File: config.mk
export PLATFORM = sky130hd
export DESIGN_NAME = i2c_byte_master
export DESIGN_NICKNAME = d
export VERILOG_FILES = /design/src/hw/rtl/i2cbm_pkg.sv /design/src/hw/rtl/i2cbm_csr.sv /design/src/hw/rtl/i2cbm_front.sv /design/src/hw/rtl/i2cbm_engine.sv /design/src/hw/rtl/i2c_byte_master.sv
export SDC_FILE = /design/constraint.sdc
export NUM_CORES = 1
export LEC_CHECK = 0
export ABC_AREA = 1
export BUFFER_PORTS_ARGS = -buffer_cell sky130_fd_sc_hd__buf_4
export CAP_MARGIN = 20
export CORE_AREA = 2 2 133 135
export DETAILED_ROUTE_END_ITERATION = 6
export DIE_AREA = 0 0 135 137
export PLACE_DENSITY = 0.58
export RECOVER_POWER = 25
export SYNTH_ARGS = -nofsm -noshare
export SYNTH_HDL_FRONTEND = slang
export SYNTH_SLANG_ARGS = --single-unit
File: constraint.sdc
create_clock -name clock -period 9.4 [get_ports clock]
set_input_delay 0.94 -clock clock [delete_from_list [all_inputs] [get_ports clock]]
set_output_delay 0.94 -clock clock [all_outputs]
set_load 0.05 [all_outputs]
File: src/hw/rtl/i2cbm_pkg.sv
// Package for the I2C byte master: types, codes and reset values.
// Used by every module of the block; depends on nothing.
package i2cbm_pkg;

   localparam int QueueDepth = 2;
   localparam int QueuePtrWidth = (QueueDepth > 1) ? $clog2(QueueDepth) : 1;
   localparam int QueueCountWidth = $clog2(QueueDepth + 1);

   localparam int CsrAddrWidth = 4;
   localparam int CsrDataWidth = 32;

   localparam logic [1:0] REG_START_STOP = 2'd0;
   localparam logic [1:0] REG_BIT_HALF = 2'd1;
   localparam logic [1:0] REG_ACK_TIMEOUT = 2'd2;

   localparam logic [7:0] START_STOP_RESET = 8'd4;
   localparam logic [7:0] BIT_HALF_RESET = 8'd2;
   localparam logic [9:0] ACK_TIMEOUT_RESET = 10'd250;

   localparam logic [1:0] OP_START = 2'd0;
   localparam logic [1:0] OP_STOP = 2'd1;
   localparam logic [1:0] OP_WRITE = 2'd2;
   localparam logic [1:0] OP_READ = 2'd3;

   typedef enum logic [2:0] {
      CMD_NONE,
      CMD_START,
      CMD_STOP,
      CMD_WRITE,
      CMD_READ
   } cmd_type;

   typedef enum logic [3:0] {
      PH_IDLE,
      PH_ST_A,
      PH_ST_B,
      PH_SP_A,
      PH_SP_B,
      PH_WR_SET,
      PH_WR_HI,
      PH_WR_LO,
      PH_WA_REL,
      PH_WA_CLK,
      PH_WA_POLL,
      PH_RD_LO,
      PH_RD_HI,
      PH_AK_LO,
      PH_AK_HI
   } phase_type;

   typedef struct packed {
      cmd_type    cmd;
      logic [7:0] tx_byte;
      logic       send_ack;
      logic       sda_in;
   } item_type;

   typedef struct packed {
      logic [7:0] start_stop_ticks;
      logic [7:0] bit_half_ticks;
      logic [9:0] ack_timeout;
   } cfg_type;

   typedef struct packed {
      logic       scl;
      logic       sda_release;
      logic       busy_res;
      logic       done_res;
      logic       status;
      logic [7:0] rx_byte;
   } result_type;

endpackage

File: src/hw/rtl/i2cbm_csr.sv
// Configuration registers of the I2C byte master behind an APB-style port.
// Depends on i2cbm_pkg.
module i2cbm_csr (
   input  logic                                clock,
   input  logic                                reset,
   input  logic                                csr_psel,
   input  logic                                csr_penable,
   input  logic                                csr_pwrite,
   input  logic [i2cbm_pkg::CsrAddrWidth-1:0] csr_paddr,
   input  logic [i2cbm_pkg::CsrDataWidth-1:0] csr_pwdata,
   output logic [i2cbm_pkg::CsrDataWidth-1:0] csr_prdata,
   output logic                                csr_pready,
   output i2cbm_pkg::cfg_type                  cfg
);

   logic [7:0] start_stop_ff, start_stop_in;
   logic [7:0] bit_half_ff, bit_half_in;
   logic [9:0] ack_timeout_ff, ack_timeout_in;
   logic       write_en;
   logic [1:0] reg_index;

   assign csr_pready = 1'b1;
   assign write_en = csr_psel & csr_penable & csr_pwrite;
   assign reg_index = csr_paddr[3:2];

   always_comb begin
      start_stop_in = start_stop_ff;
      bit_half_in = bit_half_ff;
      ack_timeout_in = ack_timeout_ff;
      if (write_en) begin
         case (reg_index)
            i2cbm_pkg::REG_START_STOP: start_stop_in = csr_pwdata[7:0];
            i2cbm_pkg::REG_BIT_HALF: bit_half_in = csr_pwdata[7:0];
            i2cbm_pkg::REG_ACK_TIMEOUT: ack_timeout_in = csr_pwdata[9:0];
            default: ;
         endcase
      end
   end

   always_ff @(posedge clock) begin
      if (reset) begin
         start_stop_ff <= i2cbm_pkg::START_STOP_RESET;
         bit_half_ff <= i2cbm_pkg::BIT_HALF_RESET;
         ack_timeout_ff <= i2cbm_pkg::ACK_TIMEOUT_RESET;
      end else begin
         start_stop_ff <= start_stop_in;
         bit_half_ff <= bit_half_in;
         ack_timeout_ff <= ack_timeout_in;
      end
   end

   always_comb begin
      case (reg_index)
         i2cbm_pkg::REG_START_STOP: csr_prdata = {24'd0, start_stop_ff};
         i2cbm_pkg::REG_BIT_HALF: csr_prdata = {24'd0, bit_half_ff};
         i2cbm_pkg::REG_ACK_TIMEOUT: csr_prdata = {22'd0, ack_timeout_ff};
         default: csr_prdata = '0;
      endcase
   end

   assign cfg.start_stop_ticks = start_stop_ff;
   assign cfg.bit_half_ticks = bit_half_ff;
   assign cfg.ack_timeout = ack_timeout_ff;

endmodule

File: src/hw/rtl/i2cbm_front.sv
// Front end of the I2C byte master: accepts tick words, decodes the command
// and holds them in a short queue for the engine. Depends on i2cbm_pkg.
module i2cbm_front (
   input  logic                clock,
   input  logic                reset,
   input  logic                req_valid,
   output logic                req_ready,
   input  logic                req_command_valid,
   input  logic [1:0]          req_operation,
   input  logic [7:0]          req_tx_byte,
   input  logic                req_send_ack,
   input  logic                req_sda_in,
   output logic                item_valid,
   output i2cbm_pkg::item_type item,
   input  logic                item_pop
);

   i2cbm_pkg::item_type                       queue_ff [i2cbm_pkg::QueueDepth];
   logic [i2cbm_pkg::QueuePtrWidth-1:0]       wr_ptr_ff, wr_ptr_in;
   logic [i2cbm_pkg::QueuePtrWidth-1:0]       rd_ptr_ff, rd_ptr_in;
   logic [i2cbm_pkg::QueueCountWidth-1:0]     count_ff, count_in;
   i2cbm_pkg::item_type                       decoded;
   logic                                      push;
   logic                                      pop;

   assign req_ready = count_ff != i2cbm_pkg::QueueCountWidth'(i2cbm_pkg::QueueDepth);
   assign push = req_valid & req_ready;
   assign pop = item_pop & item_valid;
   assign item_valid = count_ff != '0;
   assign item = queue_ff[rd_ptr_ff];

   always_comb begin
      decoded.tx_byte = req_tx_byte;
      decoded.send_ack = req_send_ack;
      decoded.sda_in = req_sda_in;
      if (!req_command_valid) begin
         decoded.cmd = i2cbm_pkg::CMD_NONE;
      end else begin
         case (req_operation)
            i2cbm_pkg::OP_START: decoded.cmd = i2cbm_pkg::CMD_START;
            i2cbm_pkg::OP_STOP: decoded.cmd = i2cbm_pkg::CMD_STOP;
            i2cbm_pkg::OP_WRITE: decoded.cmd = i2cbm_pkg::CMD_WRITE;
            default: decoded.cmd = i2cbm_pkg::CMD_READ;
         endcase
      end
   end

   always_comb begin
      wr_ptr_in = wr_ptr_ff;
      rd_ptr_in = rd_ptr_ff;
      count_in = count_ff;
      if (push) begin
         wr_ptr_in = (wr_ptr_ff == i2cbm_pkg::QueuePtrWidth'(i2cbm_pkg::QueueDepth - 1)) ?
                     '0 : wr_ptr_ff + 1'b1;
      end
      if (pop) begin
         rd_ptr_in = (rd_ptr_ff == i2cbm_pkg::QueuePtrWidth'(i2cbm_pkg::QueueDepth - 1)) ?
                     '0 : rd_ptr_ff + 1'b1;
      end
      if (push && !pop) begin
         count_in = count_ff + 1'b1;
      end else if (pop && !push) begin
         count_in = count_ff - 1'b1;
      end
   end

   always_ff @(posedge clock) begin
      if (reset) begin
         wr_ptr_ff <= '0;
         rd_ptr_ff <= '0;
         count_ff <= '0;
      end else begin
         wr_ptr_ff <= wr_ptr_in;
         rd_ptr_ff <= rd_ptr_in;
         count_ff <= count_in;
      end
   end

   always_ff @(posedge clock) begin
      if (push) begin
         queue_ff[wr_ptr_ff] <= decoded;
      end
   end

endmodule

File: src/hw/rtl/i2cbm_engine.sv
// Back end of the I2C byte master: the bus phase sequencer, one tick per
// queued word, with a result register towards the output. Depends on i2cbm_pkg.
module i2cbm_engine (
   input  logic                  clock,
   input  logic                  reset,
   input  i2cbm_pkg::cfg_type    cfg,
   input  logic                  item_valid,
   input  i2cbm_pkg::item_type   item,
   output logic                  item_pop,
   output logic                  rsp_valid,
   input  logic                  rsp_ready,
   output i2cbm_pkg::result_type result
);

   i2cbm_pkg::phase_type phase_ff, phase_in, ph_mid;
   logic [7:0] tick_ff, tick_in, tc_mid;
   logic [2:0] bit_ff, bit_in, bi_mid;
   logic [7:0] shift_ff, shift_in, sr_mid;
   logic [9:0] tout_ff, tout_in, to_mid;
   logic       scl_ff, scl_in, scl_mid;
   logic       sda_ff, sda_in, sda_mid;
   logic       ack_ff, ack_in, am_mid;
   logic       stat_ff, stat_in, ls_mid;
   logic [7:0] rx_ff, rx_in, rx_mid;
   logic       done_mid;
   logic       give_up;
   logic [7:0] seg_raw;
   logic [7:0] seg_len;
   logic       step;
   logic       rsp_valid_ff, rsp_valid_in;
   i2cbm_pkg::result_type result_ff, result_in;

   assign step = item_valid & (!rsp_valid_ff | rsp_ready);
   assign item_pop = step;

   always_comb begin
      case (phase_ff)
         i2cbm_pkg::PH_ST_A, i2cbm_pkg::PH_ST_B,
         i2cbm_pkg::PH_SP_A, i2cbm_pkg::PH_SP_B: seg_raw = cfg.start_stop_ticks;
         i2cbm_pkg::PH_WR_SET, i2cbm_pkg::PH_WR_HI, i2cbm_pkg::PH_WR_LO,
         i2cbm_pkg::PH_RD_LO, i2cbm_pkg::PH_AK_LO,
         i2cbm_pkg::PH_AK_HI: seg_raw = cfg.bit_half_ticks;
         default: seg_raw = 8'd1;
      endcase
      seg_len = (seg_raw == 8'd0) ? 8'd1 : seg_raw;
   end

   // One tick of the sequencer, up to the point where the result is taken.
   always_comb begin
      ph_mid = phase_ff;
      tc_mid = tick_ff;
      bi_mid = bit_ff;
      sr_mid = shift_ff;
      to_mid = tout_ff;
      scl_mid = scl_ff;
      sda_mid = sda_ff;
      am_mid = ack_ff;
      ls_mid = stat_ff;
      rx_mid = rx_ff;
      done_mid = 1'b0;
      give_up = 1'b0;
      if (phase_ff == i2cbm_pkg::PH_IDLE) begin
         if (item.cmd != i2cbm_pkg::CMD_NONE) begin
            ls_mid = 1'b0;
            bi_mid = '0;
            tc_mid = '0;
         end
         case (item.cmd)
            i2cbm_pkg::CMD_START: begin
               ph_mid = i2cbm_pkg::PH_ST_A;
               scl_mid = 1'b1;
               sda_mid = 1'b1;
            end
            i2cbm_pkg::CMD_STOP: begin
               am_mid = 1'b0;
               ph_mid = i2cbm_pkg::PH_SP_A;
               scl_mid = 1'b0;
               sda_mid = 1'b0;
            end
            i2cbm_pkg::CMD_WRITE: begin
               sr_mid = item.tx_byte;
               ph_mid = i2cbm_pkg::PH_WR_SET;
               scl_mid = 1'b0;
               sda_mid = item.tx_byte[7];
            end
            i2cbm_pkg::CMD_READ: begin
               sr_mid = '0;
               am_mid = item.send_ack;
               ph_mid = i2cbm_pkg::PH_RD_LO;
               scl_mid = 1'b0;
               sda_mid = 1'b1;
            end
            default: ;
         endcase
      end else if (phase_ff != i2cbm_pkg::PH_WA_POLL && tick_ff >= seg_len) begin
         tc_mid = '0;
         case (phase_ff)
            i2cbm_pkg::PH_ST_A: begin
               ph_mid = i2cbm_pkg::PH_ST_B;
               scl_mid = 1'b1;
               sda_mid = 1'b0;
            end
            i2cbm_pkg::PH_ST_B: begin
               scl_mid = 1'b0;
               ph_mid = i2cbm_pkg::PH_IDLE;
               done_mid = 1'b1;
            end
            i2cbm_pkg::PH_SP_A: begin
               ph_mid = i2cbm_pkg::PH_SP_B;
               scl_mid = 1'b1;
               sda_mid = 1'b1;
            end
            i2cbm_pkg::PH_SP_B: begin
               ls_mid = ack_ff;
               ph_mid = i2cbm_pkg::PH_IDLE;
               done_mid = 1'b1;
            end
            i2cbm_pkg::PH_WR_SET: begin
               ph_mid = i2cbm_pkg::PH_WR_HI;
               scl_mid = 1'b1;
            end
            i2cbm_pkg::PH_WR_HI: begin
               ph_mid = i2cbm_pkg::PH_WR_LO;
               scl_mid = 1'b0;
            end
            i2cbm_pkg::PH_WR_LO: begin
               scl_mid = 1'b0;
               if (bit_ff != 3'd7) begin
                  bi_mid = bit_ff + 1'b1;
                  sr_mid = {shift_ff[6:0], 1'b0};
                  ph_mid = i2cbm_pkg::PH_WR_SET;
                  sda_mid = shift_ff[6];
               end else begin
                  ph_mid = i2cbm_pkg::PH_WA_REL;
                  sda_mid = 1'b1;
               end
            end
            i2cbm_pkg::PH_WA_REL: begin
               ph_mid = i2cbm_pkg::PH_WA_CLK;
               scl_mid = 1'b1;
               sda_mid = 1'b1;
            end
            i2cbm_pkg::PH_WA_CLK: begin
               ph_mid = i2cbm_pkg::PH_WA_POLL;
               scl_mid = 1'b1;
               sda_mid = 1'b1;
               to_mid = '0;
            end
            i2cbm_pkg::PH_RD_LO: begin
               ph_mid = i2cbm_pkg::PH_RD_HI;
               scl_mid = 1'b1;
               sda_mid = 1'b1;
            end
            i2cbm_pkg::PH_RD_HI: begin
               scl_mid = 1'b0;
               if (bit_ff != 3'd7) begin
                  bi_mid = bit_ff + 1'b1;
                  ph_mid = i2cbm_pkg::PH_RD_LO;
                  sda_mid = 1'b1;
               end else begin
                  ph_mid = i2cbm_pkg::PH_AK_LO;
                  sda_mid = !ack_ff;
               end
            end
            i2cbm_pkg::PH_AK_LO: begin
               ph_mid = i2cbm_pkg::PH_AK_HI;
               scl_mid = 1'b1;
            end
            i2cbm_pkg::PH_AK_HI: begin
               scl_mid = 1'b0;
               sda_mid = 1'b1;
               rx_mid = shift_ff;
               ph_mid = i2cbm_pkg::PH_IDLE;
               done_mid = 1'b1;
            end
            default: ph_mid = i2cbm_pkg::PH_IDLE;
         endcase
      end

      if (ph_mid == i2cbm_pkg::PH_RD_HI && tc_mid == 8'd0) begin
         sr_mid = {sr_mid[6:0], item.sda_in};
      end
      if (ph_mid == i2cbm_pkg::PH_WA_POLL) begin
         if (!item.sda_in) begin
            scl_mid = 1'b0;
            ls_mid = 1'b0;
            ph_mid = i2cbm_pkg::PH_IDLE;
            tc_mid = '0;
            done_mid = 1'b1;
         end else if (to_mid >= cfg.ack_timeout) begin
            give_up = 1'b1;
         end else begin
            to_mid = to_mid + 1'b1;
         end
      end
      if (ph_mid != i2cbm_pkg::PH_IDLE && tc_mid != 8'd255) begin
         tc_mid = tc_mid + 1'b1;
      end
   end

   // Next state: a timed-out acknowledge turns into a stop after the result.
   always_comb begin
      phase_in = phase_ff;
      tick_in = tick_ff;
      bit_in = bit_ff;
      shift_in = shift_ff;
      tout_in = tout_ff;
      scl_in = scl_ff;
      sda_in = sda_ff;
      ack_in = ack_ff;
      stat_in = stat_ff;
      rx_in = rx_ff;
      if (step) begin
         phase_in = ph_mid;
         tick_in = tc_mid;
         bit_in = bi_mid;
         shift_in = sr_mid;
         tout_in = to_mid;
         scl_in = scl_mid;
         sda_in = sda_mid;
         ack_in = am_mid;
         stat_in = ls_mid;
         rx_in = rx_mid;
         if (give_up) begin
            ack_in = 1'b1;
            phase_in = i2cbm_pkg::PH_SP_A;
            scl_in = 1'b0;
            sda_in = 1'b0;
            tick_in = '0;
         end
      end
   end

   always_comb begin
      rsp_valid_in = rsp_valid_ff;
      result_in = result_ff;
      if (step) begin
         rsp_valid_in = 1'b1;
         result_in.scl = scl_mid;
         result_in.sda_release = sda_mid;
         result_in.busy_res = ph_mid != i2cbm_pkg::PH_IDLE;
         result_in.done_res = done_mid;
         result_in.status = ls_mid;
         result_in.rx_byte = rx_mid;
      end else if (rsp_ready) begin
         rsp_valid_in = 1'b0;
      end
   end

   always_ff @(posedge clock) begin
      if (reset) begin
         phase_ff <= i2cbm_pkg::PH_IDLE;
         tick_ff <= '0;
         bit_ff <= '0;
         shift_ff <= '0;
         tout_ff <= '0;
         scl_ff <= 1'b1;
         sda_ff <= 1'b1;
         ack_ff <= 1'b0;
         stat_ff <= 1'b0;
         rx_ff <= '0;
         rsp_valid_ff <= 1'b0;
      end else begin
         phase_ff <= phase_in;
         tick_ff <= tick_in;
         bit_ff <= bit_in;
         shift_ff <= shift_in;
         tout_ff <= tout_in;
         scl_ff <= scl_in;
         sda_ff <= sda_in;
         ack_ff <= ack_in;
         stat_ff <= stat_in;
         rx_ff <= rx_in;
         rsp_valid_ff <= rsp_valid_in;
      end
   end

   always_ff @(posedge clock) begin
      result_ff <= result_in;
   end

   assign rsp_valid = rsp_valid_ff;
   assign result = result_ff;

endmodule

File: src/hw/rtl/i2c_byte_master.sv
// I2C byte master top level: one tick word in and one result word out per cycle while the
// result is taken. A tick word is held in the queue, then its result word in the result
// register; with the result taken every cycle the block accepts a word every cycle, as the
// engine takes one phase step per word. Reset empties the queue, drops the result valid flag,
// returns the phase state to idle and loads the timing registers with 4, 2 and 250.
// Depends on i2cbm_pkg, i2cbm_csr, i2cbm_front and i2cbm_engine.
module i2c_byte_master (
   input  logic                                clock,
   input  logic                                reset,
   input  logic                                req_valid,
   output logic                                req_ready,
   input  logic                                req_command_valid,
   input  logic [1:0]                          req_operation,
   input  logic [7:0]                          req_tx_byte,
   input  logic                                req_send_ack,
   input  logic                                req_sda_in,
   output logic                                rsp_valid,
   input  logic                                rsp_ready,
   output logic                                rsp_scl,
   output logic                                rsp_sda_release,
   output logic                                rsp_busy_res,
   output logic                                rsp_done_res,
   output logic                                rsp_status,
   output logic [7:0]                          rsp_rx_byte,
   input  logic                                csr_psel,
   input  logic                                csr_penable,
   input  logic                                csr_pwrite,
   input  logic [i2cbm_pkg::CsrAddrWidth-1:0] csr_paddr,
   input  logic [i2cbm_pkg::CsrDataWidth-1:0] csr_pwdata,
   output logic [i2cbm_pkg::CsrDataWidth-1:0] csr_prdata,
   output logic                                csr_pready
);

   i2cbm_pkg::cfg_type    cfg;
   i2cbm_pkg::item_type   item;
   logic                  item_valid;
   logic                  item_pop;
   i2cbm_pkg::result_type result;

   i2cbm_csr u_csr (
      .clock       (clock),
      .reset       (reset),
      .csr_psel    (csr_psel),
      .csr_penable (csr_penable),
      .csr_pwrite  (csr_pwrite),
      .csr_paddr   (csr_paddr),
      .csr_pwdata  (csr_pwdata),
      .csr_prdata  (csr_prdata),
      .csr_pready  (csr_pready),
      .cfg         (cfg)
   );

   i2cbm_front u_front (
      .clock             (clock),
      .reset             (reset),
      .req_valid         (req_valid),
      .req_ready         (req_ready),
      .req_command_valid (req_command_valid),
      .req_operation     (req_operation),
      .req_tx_byte       (req_tx_byte),
      .req_send_ack      (req_send_ack),
      .req_sda_in        (req_sda_in),
      .item_valid        (item_valid),
      .item              (item),
      .item_pop          (item_pop)
   );

   i2cbm_engine u_engine (
      .clock      (clock),
      .reset      (reset),
      .cfg        (cfg),
      .item_valid (item_valid),
      .item       (item),
      .item_pop   (item_pop),
      .rsp_valid  (rsp_valid),
      .rsp_ready  (rsp_ready),
      .result     (result)
   );

   assign rsp_scl = result.scl;
   assign rsp_sda_release = result.sda_release;
   assign rsp_busy_res = result.busy_res;
   assign rsp_done_res = result.done_res;
   assign rsp_status = result.status;
   assign rsp_rx_byte = result.rx_byte;

endmodule

# Yosys cells after proc, flatten, opt, wreduce, memory -nomap -nowiden
# Memories as Yosys holds them, arrays and structs flattened. A register that Yosys moved wholly into a read port is not among the register bits.
# Index checks and enable logic that the tools add are counted.
dict set report classes {
  n_addsub 7
  order_cmp 2
  eq_ne 29
  n_mux 82
  bitwise_logic 6
  n_reduce_logical 42
}
# operator count
set ops {}
lappend ops {{8-bit 2-to-1 mux} 16}
lappend ops {{10-bit 2-to-1 mux} 6}
lappend ops {{4-bit case mux with 10 select lines} 1}
lappend ops {{1-bit 2-to-1 mux} 34}
lappend ops {{4-bit == test, second input constant} 8}
lappend ops {{8-bit case mux with 2 select lines} 2}
lappend ops {{10-bit case mux with 3 select lines} 1}
lappend ops {{4-bit 2-to-1 mux} 6}
lappend ops {{3-bit 2-to-1 mux} 7}
lappend ops {{4-bit by 3-bit == test with 1-bit output, second input constant} 4}
lappend ops {{8-bit logical NOT} 2}
lappend ops {{4-bit case mux with 4 select lines} 1}
lappend ops {{3-bit nonzero test} 5}
lappend ops {{2-bit nonzero test} 7}
lappend ops {{10-bit by 1-bit adder with 10-bit output, second input constant} 1}
lappend ops {{10-bit greater-or-equal comparator} 1}
lappend ops {{5-bit AND reduction} 2}
lappend ops {{5-bit OR reduction} 2}
lappend ops {{3-bit case mux with 3 select lines} 1}
lappend ops {{8-bit by 1-bit adder with 8-bit output, second input constant} 1}
lappend ops {{4-bit by 2-bit == test with 1-bit output, second input constant} 2}
lappend ops {{8-bit greater-or-equal comparator} 1}
lappend ops {{4-bit != test, second input constant} 2}
lappend ops {{8-bit != test, second input constant} 1}
lappend ops {{other kinds (30)} 54}
dict set report totals {
  regBits 89
  ram_bits 26
  elab_cells 193
  mem_count 1
}
# name depth width rd rd_clocked_by_memory_dff write_ports line_no
set mem_list {}
lappend mem_list {u_front.queue_ff 2 13 1 1 1 i2cbm_front.sv:18} ;# i2cbm_pkg::item_type queue_ff [i2cbm_pkg::QueueDepth];

# Longest topological paths before layout
dict set report logic_depth {
  ltp_word 15
  ltp_mapped 37
  mapped_depth_nobuf 35
}

# By module
# Synthesis repeated with hierarchy kept, for this count alone.
dict set report hier_totals {
  hier_cells 954
  hier_area_um2 7013.0
}
# module instances cells_per_inst area_per_inst_um2 seq_area_each_um2
set by_module_without_submodules {}
lappend by_module_without_submodules {i2cbm_engine 1 650 4294.1 1311.3}
lappend by_module_without_submodules {i2cbm_csr 1 216 1432.6 520.5}
lappend by_module_without_submodules {i2cbm_front 1 88 1286.2 880.8}

# Worst setup path after synthesis
# No wires, ideal clock.
dict set report synth_timing {
  path_kind {reg-to-reg}
  from {reg u_engine.phase_ff[1]}
  to {reg u_engine.tick_ff[4]}
  arrival_time_ns 4.011
  slack_ns 5.318
  stages_incl_launch_ff 37
  n_path_buf 1
  period_less_slack_ns 4.082
  cell_sequence {dfxtp_1 > nor2_2 > inv_2 > nor2_1 > inv_1 > o21ai_0 > a21oi_1 > clkinv_1 > a22oi_1 > nand3_1 > o21ai_0 > ha_1 > inv_1 > nand2_1 > nand2_1 > nand2_1 > nand2_1 > nand2_1 > nand3_2 > nand2_1 > inv_1 > nor2_1 > ha_1 > inv_1 > nor2_1 > o211ai_1 > o2111ai_1 > a31oi_1 > inv_1 > nand2_1 > inv_1 > nor2_1 > buf_2 > o21ai_1 > inv_1 > nand2_1 > a21oi_1}
}
dict set report synth_via {
  elab_chain_cells 15
  elab_cells_between_ends 46
}
# element line_no
set synth_lines {}
lappend synth_lines {{start, declared} i2cbm_engine.sv:15} ;# i2cbm_pkg::phase_type phase_ff, phase_in, ph_mid;
lappend synth_lines {{start signal, assigned} i2cbm_engine.sv:252} ;# phase_ff <= i2cbm_pkg::PH_IDLE;
lappend synth_lines {{start signal, assigned} i2cbm_engine.sv:264} ;# phase_ff <= phase_in;
lappend synth_lines {{parallel branches: the longest is 14 deep, another holds 8-bit greater-or-equal comparator} -}
lappend synth_lines {{8-bit 2-to-1 mux (*)} i2cbm_engine.sv:224} ;# if (give_up) begin
lappend synth_lines {{end signal, assigned} i2cbm_engine.sv:265} ;# tick_ff <= tick_in;
lappend synth_lines {{end, declared} i2cbm_engine.sv:16} ;# logic [7:0] tick_ff, tick_in, tc_mid;
# Every way passes the cells marked *.
# A chain may end at the register's enable or synchronous reset.

# Worst setup path in the final report
dict set report layout_timing {
  from {reg u_engine.phase_ff[3]}
  to {reg u_engine.tick_ff[1]}
}
# The elaborated chain is that of the path after synthesis.

==> results.md <==
* Number of synthesized flops with an enable pin at 39
* First-pass GRT wire length at 26200 um
* DR vias at 5827
* DR vias/cell at between 4 and 5
* Most frequent cell after synthesis: nand2_1
* Routed wire length at 15800 um
* Failing checks: max-capacitance violations, max-slew violations
* Root buffer cell: clkbuf_16
* Post-route ant nets at 0
* WP data required at 9.75 ns
* Inst Count DP at 1153
* Clock Skews at 0.00485 ns
* Layout area overhead at 15.6%
* Hold Path Class: reg -> reg
* Worst skew pair latency at roughly 0.42 ns
* CTS HTree Levels at 4
* 1st-iter DRT viols at 444
* Worst path slowest cell: nor2_1
* Period minus WS final at 5.95 ns
* Worst EP arrival at 6.30 ns
* Num CTS Buffers at 17
* Final Power at 2350 uW
* Worst reg-to-reg setup slack at 3.45 ns
* Met2 usage at 26.9%
* Met3 usage at about 3.3%
* Post-cts resize count at 0
* Antenna cell count at 0
* Fin nets at 1030
* Register area share after synthesis at 40.6%
* Hold_buf cts at 0
* Die Wd at 135 um
* Slowest cell delay on critical path at about 0.69 ns
* Starting density of the core at 39.2%
* CP most frequent cell: nand2_1
* Synth top cells by count: nand2_1, nor2_1, inv_1, dfxtp_1, a21oi_1
* Share of layout cells above drive strength 1 at 12.5%
* Worst Setup Start Kind: register
* Leakage at 0.00343 uW
* CP max FO at 11
* Largest cells by area after synthesis: dfxtp_1, edfxtp_1, nand2_1
* Routability Congestion at roughly 0.9
* Fin Hold WS at 0.452 ns
* CTS max path bufs at 2
* CP bufs+invs at 8
* Rel. slew slack at -52.5%
* Maximum clock rate at 0.168 GHz
* Post-CTS setup repair buffer count at 0
* I/O pin count at approximately 100
* Hold Fails Final Rpt at 0
* IO Port Bufs at 56
* PwrDens at 305 nW/um^2
* Via count of the first global-routing pass at 5254
* Post-DR wirelength/cell at around 13 um
* Die Area at about 18000 um^2
* Cell Area, Synth at 6680 um^2
* Fill cells at ~1.8k
* Worst slew pin tran at 2.29 ns
* Synth area leader: dfxtp_1
* FFs w/ async S/R, synth at 0%
* Count of cell types in the netlist at 52
* TritonCTS clock tree: done
* Core ar. at around 17000 um^2
* Initial antenna violation count at 0
* Crit path kind: reg -> reg
* Top cell family by delay on the critical path: simple AND/OR/NAND/NOR gates
* Final max-slew violation count at between 40 and 50
* Clock sink count at 116
* Final-report setup violation count at 0
* Synthesized flop and latch total at between 100 and 150
* Share of the synthesized area in the top cell type at 23.1%
* Rows at 48
* Setup TNS at 0 ns
* Most Crowded Layer GR: met2
* Global route overflow at 0
* Status: finished, violations left
* Unrepaired setup endpoints after global routing: no
* Maxcap violations at 1
* CP endpoint kind: register
* Total Routing Usage GR at 17.9%
* Prevailing post-synth register cell: dfxtp_1
* Met1 Resource Use GR at 25.3%
* Dpl hpwl at between 10000 and 15000 um
* Drt first pass iters at 5
* Synthesis Warnings at 0
* Largest net degree at the start of global routing at 48
* Mapped Avg Cell Area at between 7 and 8 um^2
* Final cell count without fillers at 1186
* Post-Synthesis Cells at approximately 900
* Tcrit/Tclk final at 63.3%
* Peak VDD IR at 235 uV
* Die Y at 137 um
* Reg clk slew, reported paths at 0.05 ns
* Remaining DRCs at 0
-- state kept, by name, summed over array words and instances (netlist names), 2 cells and up, named ones only --
name / count
u_front.count_ff: 2
u_engine.tick_ff: 8
u_engine.result: 13
u_csr.bit_half_ff: 8
u_csr.start_stop_ff: 8
u_engine.tout_ff: 10
u_engine.rx_ff: 8
u_csr.ack_timeout_ff: 10
u_front.queue_ff: 26
u_engine.shift_ff: 8
u_engine.phase_ff: 4
u_engine.bit_ff: 3
-- worst reg2reg max path: cells and delay by family (launching register included) --
kind                       cells  cell delay [ns]
DFF                            1             0.51
buffers and inverters          8             1.07
adders and majority gates      2             0.46
and+or+nand+nor               15             2.16
AOI/OAI and AO/OA             10             1.68
-- final timing paths --
kind | startpoint | to | cells past startpoint
setup / recovery | u_engine.phase_ff[3] | u_engine.tick_ff[1] | 35
hold / removal | u_front.rd_ptr_ff | u_front.rd_ptr_ff | 1
setup reg to reg | u_engine.phase_ff[3] | u_engine.tick_ff[1] | 35
hold reg to reg | u_front.rd_ptr_ff | u_front.rd_ptr_ff | 1
-- power by group --
group / internal, uW / switching (uW)
clock network: 358 / 222
logic: 300 / 764
registers: 647 / 61.7
total: 1310 / 1050
-- logic make-up after synthesis --
| kind of cell | Yosys count | synth area share [%] |
|---|---|---|
| muxes | 1 | 0.150 |
| DFF | 116 | 40.6 |
| and+or+nand+nor | 397 | 26.3 |
| adders and majority gates | 26 | 4.87 |
| buffers and inverters | 169 | 11.4 |
| other | 2 | 0.112 |
| AOI/OAI and AO/OA | 178 | 15.6 |
| xor gates and xnor gates | 7 | 0.918 |
-- stage by stage --
stage                     util, %  area, um^2  setup slack, ns
final                        45.3        7720             3.45
after floorplan                 -        6760             5.32
after global routing         45.3        7720             2.78
after global placement       42.2        7190             3.36
after CTS                    45.3        7720             3.31
after detailed placement     42.2        7190             3.38
-- cell type report --
cell class / instances / area (um^2) / share of cell area (%)
clock inverters: 11 / 88.8 / 1.15
repair buffers: 60 / 444 / 5.75
flip-flops and latches: 116 / 2710 / 35.1
multi-input cells: 632 / 3300 / 42.7
well taps: 225 / 282 / 3.65
inverters: 121 / 454 / 5.88
clock buffers: 21 / 440 / 5.70
-- cell usage in the layout, fill, tap and decap left out, drive strengths merged, types with 7 or more instances in the layout --
master / count
clkinv: 10
nand2: 184
nand4: 14
nand3: 39
dfxtp: 77
buf: 46
nor3: 13
ha: 26
a21oi: 65
o211ai: 21
o21ai: 64
nor2: 141
a22oi: 10
edfxtp: 39
clkbuf: 35
conb: 23
o32ai: 7
inv: 117
-- metal layers --
metal / vias to the layer above / wire, um
met5: - / 0
met3: 23 / 757
li1: 3024 / -
met1: 2637 / 7800
met4: 0 / 289
met2: 143 / 7000
Note: power is estimated with default switching activity, not from simulation.
